**src/hdl/bafl_pkg.sv**
```systemverilog
`default_nettype none

package bafl_pkg;

  // Fixed field widths of the transfer items
  localparam int ADDR_W     = 16;
  localparam int PTR_W      = ADDR_W + 1;
  localparam int STORE_AW   = ADDR_W - 3;
  localparam int ACTION_W   = 3;
  localparam int STATUS_W   = 2;

  localparam int FREE_SLOTS_DEF   = 32;
  localparam int HEADER_BYTES_DEF = 16;

  localparam logic [PTR_W-1:0] ALIGN_LOW  = PTR_W'(7);
  localparam logic [PTR_W-1:0] ARENA_SPAN = {1'b1, {ADDR_W{1'b0}}};

  // s_axis_tdata: request_bytes, block_offset, restore_mark, zero fill
  localparam int IN_TDATA_W  = ((2 * ADDR_W + PTR_W + 7) / 8) * 8;
  // m_axis_tdata: data_offset, status, used_now, zero fill
  localparam int OUT_TDATA_W = ((ADDR_W + STATUS_W + PTR_W + 7) / 8) * 8;

  typedef enum logic [ACTION_W-1:0] {
    ACT_ALLOC   = 3'd0,
    ACT_FREE    = 3'd1,
    ACT_RESET   = 3'd2,
    ACT_MARK    = 3'd3,
    ACT_RELEASE = 3'd4
  } action_e;

  typedef enum logic [STATUS_W-1:0] {
    STAT_OK    = 2'd0,
    STAT_OOM   = 2'd1,
    STAT_RANGE = 2'd2,
    STAT_FULL  = 2'd3
  } status_e;

  typedef enum logic [1:0] {
    S_IDLE,
    S_DECODE,
    S_PICK,
    S_FREE_WAIT
  } state_e;

  typedef enum logic [1:0] {
    OP_NONE,
    OP_DIRECT,
    OP_PICK,
    OP_PUSH
  } op_e;

  typedef struct packed {
    logic load;
    logic match_en;
    op_e  op;
  } ctrl_cmd_t;

  typedef struct packed {
    logic is_alloc;
    logic free_go;
    logic out_room;
  } dp_stat_t;

endpackage

`default_nettype wire

```
**src/hdl/bafl_ctrl.sv**
```systemverilog
`default_nettype none

module bafl_ctrl (
  input  wire logic                 clk_i,
  input  wire logic                 rst_ni,
  input  wire logic                 in_valid_i,
  output logic                      in_ready_o,
  input  wire bafl_pkg::dp_stat_t   stat_i,
  output bafl_pkg::ctrl_cmd_t       cmd_o
);

  import bafl_pkg::*;

  state_e state_q, state_d;

  always_ff @(posedge clk_i or negedge rst_ni) begin
    if (!rst_ni) begin
      state_q <= S_IDLE;
    end else begin
      state_q <= state_d;
    end
  end

  always_comb begin
    state_d      = state_q;
    in_ready_o   = 1'b0;
    cmd_o.load     = 1'b0;
    cmd_o.match_en = 1'b0;
    cmd_o.op       = OP_NONE;
    unique case (state_q)
      S_IDLE: begin
        in_ready_o = 1'b1;
        if (in_valid_i) begin
          cmd_o.load = 1'b1;
          state_d    = S_DECODE;
        end
      end
      S_DECODE: begin
        if (stat_i.is_alloc) begin
          cmd_o.match_en = 1'b1;
          state_d        = S_PICK;
        end else if (stat_i.free_go) begin
          // size entry read is in flight
          state_d = S_FREE_WAIT;
        end else if (stat_i.out_room) begin
          cmd_o.op = OP_DIRECT;
          state_d  = S_IDLE;
        end
      end
      S_PICK: begin
        if (stat_i.out_room) begin
          cmd_o.op = OP_PICK;
          state_d  = S_IDLE;
        end
      end
      S_FREE_WAIT: begin
        if (stat_i.out_room) begin
          cmd_o.op = OP_PUSH;
          state_d  = S_IDLE;
        end
      end
      default: state_d = S_IDLE;
    endcase
  end

endmodule

`default_nettype wire

```
**config.mk**
```make
export PLATFORM = sky130hd
export DESIGN_NAME = bafl_ctrl
export DESIGN_NICKNAME = d
export VERILOG_FILES = /design/src/hdl/bafl_pkg.sv /design/src/hdl/bafl_ctrl.sv
export SDC_FILE = /design/constraint.sdc
export NUM_CORES = 1
export LEC_CHECK = 0
export ABC_AREA = 1
export BUFFER_PORTS_ARGS = -buffer_cell sky130_fd_sc_hd__buf_2
export CORE_AREA = 2 2 39 41
export CTS_BUF_LIST = sky130_fd_sc_hd__clkbuf_2
export CTS_CLUSTER_SIZE = 25
export DETAILED_ROUTE_END_ITERATION = 6
export DIE_AREA = 0 0 41 43
export GPL_ROUTABILITY_DRIVEN = 0
export HOLD_SLACK_MARGIN = 0.02
export MAX_ROUTING_LAYER = met4
export PLACE_DENSITY = 0.3
export REMOVE_ABC_BUFFERS = 1
export SYNTH_ARGS = -nofsm -noshare
export SYNTH_HDL_FRONTEND = slang
export SYNTH_SLANG_ARGS = --single-unit
```
**constraint.sdc**
```tcl
create_clock -name clk_i -period 0.8 [get_ports clk_i]
set_clock_uncertainty 0.05 [all_clocks]
set_input_delay 0 -clock clk_i [delete_from_list [all_inputs] [get_ports clk_i]]
set_output_delay 0 -clock clk_i [all_outputs]
set_load 0.005 [all_outputs]
```
# After elaboration in Yosys (flattened, before gate mapping)
# Index checks and enable logic that the tools add are counted.
dict set report word_totals {
  input_bits 6
  elab_cells 23
  out_inout_bits 5
  reg_bits 2
}
dict set report classes {
  n_eq_ne 4
  mux 16
  reduce_logical 2
}
# op count
set op_table {}
lappend op_table {{$mux 2} 6}
lappend op_table {{$pmux 2 s3} 2}
lappend op_table {{$mux 1} 8}
lappend op_table {{$eq 2x2->1 const B} 2}
lappend op_table {{$eq 2x1->1 const B} 1}
lappend op_table {{$logic_not 2->1} 1}
lappend op_table {{$ne 2x2->1 const B} 1}
lappend op_table {{$reduce_or 2->1} 1}

# Longest topological paths before layout
# Gate-level depths: netlist of the first run.
dict set report logic_depth {
  depth_word 4
  depth_mapped 5
  depth_no_buf 5
}

# Least setup slack after synthesis of the first run
# Ideal clock, no wire load.
dict set report synth_timing {
  path_type {reg-to-reg}
  start {reg state_q[0]}
  end {reg state_q[0]}
  arrival_ns 0.699
  path_slack_ns -0.064
  stages_incl_launch_ff 5
  path_buffers 0
  cell_sequence {dfrtp_1 > nor2_1 > nand2_1 > nand2_1 > nor2_1}
}
dict set report synth_via {
  elab_chain_cells 4
  elab_cells_between_ends 10
  classes_between {eq/ne: 4; mux: 4; reduce/logical: 2}
}
# item line
set synth_lines {}
lappend synth_lines {{from (decl)} bafl_ctrl.sv:14} ;# state_e state_q, state_d;
lappend synth_lines {{from (signal assigned)} bafl_ctrl.sv:20} ;# state_q <= state_d;
lappend synth_lines {{$mux 2 (3 in series)} -}
lappend synth_lines {{$pmux 2 s3} bafl_ctrl.sv:30} ;# unique case (state_q)
# Several ways; a longest one is shown, not always the timed one.
# A chain may end at the register's enable or synchronous reset.

==> out/qor.txt, run 1 <==
Worst setup EP type -> output port
Tmin final -> 0.9876 ns
Final Cycle Share -> 123.4%
TritonRoute pass-1 iters -> 4
area of the multi-input gates -> 87.58 µm²
fillcell total -> 159
Ports -> 11
Setup crit start -> state_q[1]$_DFFE_PN0P_
share of cells above drive strength 1 -> 53.66%
synth warn -> 0
worst setup path end -> cmd_o[3]
Largest regs -> state_q x2
cell area after placement -> 210.2 µm²
Post-Route Setup TNS -> -0.8799 ns
Pins Over Slew Limit -> 0
width of the die -> 41 µm
worst hold slack -> 0.07260 ns
Max Cap Viol -> 0
Top reg by flops -> state_q
Max Clock Freq -> 1013 MHz
max reg flops -> 2
Detailed Route WL -> 459 µm
relative slew slack -> 88.64%
global-route wire length before repair -> 683 µm
Port Buffers -> 10
Max rail drop VDD -> 1.037 mV
Core ar. -> 0.001384 mm²
Post-synth top flop -> dfrtp_1
#FFs+latches synth -> 2
global route overflow -> 0
final setup violation count -> 7
R2R setup slack -> -0.12 ns
Post-Syn Area per Cell -> 5.605 µm²
vias in the first global route -> 178
R2R depth -> 5
xor-xnor portion of the synthesized cell area -> 0%
commonest cells in the netlist -> 8 x nand2_1, 8 x nor2_1, 4 x inv_1, 2 x dfrtp_1
Simple-Gate Fraction of Synth Area -> 46.43%
Root Driver -> clkbuf_2
Post-Syn Instances -> 25
Required @ worst endpoint -> 0.75 ns
failing checks -> setup timing
Nets -> 49
DP Wirelength -> 333.6 µm
Yosys top cell area share -> 35.71%
Synth Area in Adders -> 0%
Netlist cell types -> 7
# clock sinks -> 2
Rows -> 14
actual slew at the worst max-slew pin -> 0.1698 ns
Hold Crit Class -> input pin to register
total number of H-tree levels -> 1
leak pwr -> 0.1685 nW
largest family of logic cells by synthesized area -> simple AND/OR/NAND/NOR gates
Post-synth EDFFs -> 0
Post-DRT Antenna Nets -> 0
CP startpoint kind -> register
complex-gate fraction of the synthesized area -> 4.464%
worst r2r src -> state_q[1]$_DFFE_PN0P_
placed cells -> 51
Crit Path Category -> register to output port
area leader, netlist -> dfrtp_1
power per standard cell area -> 3185 mW/mm²
DR vias -> 192
non-filler instance count after layout -> 57
die height -> 43 µm
register area share after synthesis -> 35.71%
CTS clock-pin slew for the worst setup and hold paths -> 0.03 ns
Clock Tree Buf Depth -> 2
Starting Density -> 10.13%
area grow syn2layout -> 98.21%
drt drc -> 0
Hold Violations, Final -> 0
drt wl/cell -> 8.053 µm
pre-CTS setup slack -> -0.1047 ns
worst reg2reg endpoint -> state_q[0]$_DFFE_PN0P_
GRT Util Overall -> 6.179%
total power -> 884.6 µW
CTS buffer count -> 3
DR vias/cell -> 3.368
fin area -> 277.8 µm²
Die ar. -> 0.001763 mm²
synth top area cells -> dfrtp_1 36%, nand2_1 21%, nor2_1 21%, inv_1 11%, o22ai_1 4.5%
largest net degree at the start of global routing -> 6
worst skew pair latency -> 0.19 ns
sequential standard cell area -> 52.55 µm²
WP data arrival -> 0.94 ns
CTS tree -> done
status -> finished with violations
antenna violations before repair -> 0
initial DRC count -> 5
Post-Syn Area -> 140.1 µm²
RSZ-0062 raised after global routing -> true
Core Util, Final -> 20.07%
crit path max fanout -> 4
Inserted Diodes -> 0
PnR worst setup slack -> -0.1876 ns
post-synthesis mux area share -> 0%
FFs w/ async S/R, synth -> 100.0%
==> how the worst min path moves through the flow <==
stage | startpoint | endpoint | slack (ns) | cells past startpoint
2_1_floorplan | rst_ni | state_q[0]$_DFFE_PN0P_ | -0.35 | 0
3_3_place_gp | rst_ni | state_q[0]$_DFFE_PN0P_ | -0.26 | 1
3_5_place_dp | rst_ni | state_q[0]$_DFFE_PN0P_ | -0.26 | 1
4_1_cts | rst_ni | state_q[0]$_DFFE_PN0P_ | 0.07 | 2
5_1_grt | rst_ni | state_q[0]$_DFFE_PN0P_ | 0.08 | 2
6_report | stat_i[1] | state_q[1]$_DFFE_PN0P_ | 0.07 | 3
==> cell usage in the layout, fill, tap and decap left out <==
cell	count
buf_2	10
nor2_2	1
nor2_1	7
nand3_2	1
inv_2	1
buf_6	1
inv_1	3
clkbuf_2	3
inv_4	1
o22ai_2	1
nand2_2	1
dlygate4sd3_1	2
nand2_1	7
dfrtp_2	2
==> critical path: stages, from the launching register on <==
cell and delay, ns:
dfrtp_2 0.43, inv_4 0.08, nand2_2 0.06, nor2_1 0.07, buf_2 0.11
==> cell families after synthesis <==
logic type | count (synthesis)
compound gates | 1
buf+inv | 5
flops | 2
simple gates | 17
==> what timing repair did <==
action                     4_1_cts  5_1_grt
gates resized for setup          2        7
setup buffers                    0        1
setup endpoints to repair        7        7
hold endpoints to repair         3        0
pin swaps                        4        5
hold buffers                     2        0
==> layer usage <==
| layer | up-vias | wire [µm] | GRT usage, % |
|---|---|---|---|
| li1 | 105 | - | - |
| met4 | 0 | 0 | 6.000 |
| met5 | - | 0 | - |
| met2 | 10 | 155 | 6.250 |
| met1 | 77 | 260 | 9.032 |
| met3 | 0 | 43 | 1.571 |
==> layout make-up <==
type / instances / share of cell area [%]
Tap cell: 16 / 7.207
Multi-Input combinational cell: 18 / 31.53
Inverter: 5 / 7.658
Clock buffer: 3 / 5.405
Sequential cell: 2 / 18.92
Timing Repair Buffer: 13 / 29.28
==> power breakdown <==
part,switching [mW],leakage [nW],total (mW),internal [mW]
Combinational,0.246,0.134,0.483,0.237
Clock,0.0526,0.0125,0.152,0.0994
Sequential,0.0861,0.0220,0.250,0.164
Power figures use the tool's default switching activity.
==> run 2, diff against run 1 <==
--- a/config.mk
+++ b/config.mk
@@ -17,6 +17,8 @@
 export MAX_ROUTING_LAYER = met4
 export PLACE_DENSITY = 0.3
 export REMOVE_ABC_BUFFERS = 1
+export SETUP_SLACK_MARGIN = 0.1
+export SKIP_LAST_GASP = 1
 export SYNTH_ARGS = -nofsm -noshare
 export SYNTH_HDL_FRONTEND = slang
 export SYNTH_SLANG_ARGS = --single-unit
==> run 2 against run 1 <==
The run still ends with setup timing left. Routed wire length down 4.4%. Utilization decreased by 0.72 points. First-iteration DRC count is 40% lower. Count of clock-buffer cells in the layout did not move. Critical endpoint unchanged. Largest power group unchanged. Combinational power fell by 1%. Final area down 3.6%. Fmax about the same. Sequential share of layout area increased by 0.71 points.
==> out/qor.txt, run 2 (synthesis results as in run 1) <==
status -> finished with violations
failing checks -> setup timing
initial DRC count -> 3
total power -> 879.4 µW
Hold Buf Count CTS -> 1
Max Cap Viol -> 0
area grow syn2layout -> 91.07%
CP startpoint kind -> register
commonest non-fill, non-tap cell in the layout -> buf_2
Hold Crit Class -> input pin to register
non-filler instance count after layout -> 56
worst hold slack -> 0.007161 ns
share of cells above drive strength 1 -> 55.00%
RSZ-0062 raised after global routing -> true
Ports -> 11
Required @ worst endpoint -> 0.75 ns
width of the die -> 41 µm
Detailed Route WL -> 439 µm
crit path max fanout -> 4
# clock sinks -> 2
drt wl/cell -> 7.839 µm
Max rail drop VDD -> 1.033 mV
max reg flops -> 2
most frequent cells in the layout -> 10 x buf_2, 7 x nand2_1, 7 x nor2_1
Top reg by flops -> state_q
CTS buffer count -> 3
GRT Util Overall -> 5.767%
antenna violations before repair -> 0
Root Driver -> clkbuf_2
Port Buffers -> 10
Core ar. -> 0.001384 mm²
DP Wirelength -> 333.6 µm
leak pwr -> 0.1643 nW
CTS tree -> done
final setup violation count -> 7
Starting Density -> 10.13%
vias in the first global route -> 170
TritonRoute pass-1 iters -> 2
Largest regs -> state_q x2
Tmin final -> 0.9877 ns
Final Cycle Share -> 123.5%
global-route wire length before repair -> 634 µm
drt drc -> 0
WP data arrival -> 0.94 ns
Hold Violations, Final -> 0
Crit Path Category -> register to output port
Clock Tree Buf Depth -> 2
Rows -> 14
total number of H-tree levels -> 1
largest net degree at the start of global routing -> 6
power per standard cell area -> 3284 mW/mm²
CTS clock-pin slew for the worst setup and hold paths -> 0.03 ns
placed cells -> 51
PnR worst setup slack -> -0.1877 ns
Pins Over Slew Limit -> 0
Inserted Diodes -> 0
Nets -> 48
Post-DRT Antenna Nets -> 0
global route overflow -> 0
actual slew at the worst max-slew pin -> 0.1694 ns
Worst setup EP type -> output port
DR vias -> 187
pre-CTS setup slack -> -0.1047 ns
die height -> 43 µm
Die ar. -> 0.001763 mm²
relative slew slack -> 88.66%
Max Clock Freq -> 1013 MHz
worst skew pair latency -> 0.19 ns
DR vias/cell -> 3.339
[run 2: where the power goes]
part / switching [mW] / internal, mW / total, mW
Combinational: 0.244 / 0.233 / 0.477
Clock: 0.0526 / 0.0994 / 0.152
Sequential: 0.0865 / 0.164 / 0.250
Total: 0.383 / 0.497 / 0.879
[run 2: layer usage]
metal	global-route usage (%)	up-vias	wire [µm]
li1	-	103	-
met1	8.065	74	247
met2	5.938	10	148
met3	1.571	0	43
met4	6.000	0	0
met5	-	-	0
[run 2: layout make-up]
cell class | count | area (µm²)
fill | 160 | 1116
multi-input combinational | 18 | 87.58
timing repair buffer | 12 | 71.32
sequential | 2 | 52.55
inverter | 5 | 21.27
tap | 16 | 20.02
clock buffer | 3 | 15.01
[run 2: final timing paths]
path | cells past startpoint | to | slack [ns] | start
worst min-delay path | 2 | state_q[1]$_DFFE_PN0P_ | 0.007 | stat_i[0]
worst max-delay path | 4 | cmd_o[3] | -0.19 | state_q[1]$_DFFE_PN0P_
worst min register to register | 2 | state_q[1]$_DFFE_PN0P_ | 0.57 | state_q[0]$_DFFE_PN0P_
min in group asynchronous | 2 | state_q[0]$_DFFE_PN0P_ | 0.08 | rst_ni
worst max register to register | 5 | state_q[0]$_DFFE_PN0P_ | -0.12 | state_q[1]$_DFFE_PN0P_
max in group asynchronous | 2 | state_q[1]$_DFFE_PN0P_ | 0.51 | rst_ni
[run 2: through the flow]
step / area (µm²) / util (%) / setup TNS [ns]
after floorplan: 140.1 / - / -0.06427
after global placement: 210.2 / 15.19 / -0.1952
after detailed placement: 210.2 / 15.19 / -0.1228
after CTS: 242.7 / 17.54 / -0.9023
after global routing: 267.8 / 19.35 / -1.301
final: 267.8 / 19.35 / -0.8775
[run 2: critical path, cell delays in order (launching register included)]
cell and delay (ns):
dfrtp_2 0.43, inv_4 0.08, nand2_2 0.06, nor2_1 0.07, buf_2 0.11
[run 2: repair_timing]
item	in CTS	in global routing
hold endpoints to repair	3	1
pin swaps	4	5
setup endpoints to repair	7	7
gates cloned	0	0
setup buffers	0	1
resized for setup	2	7
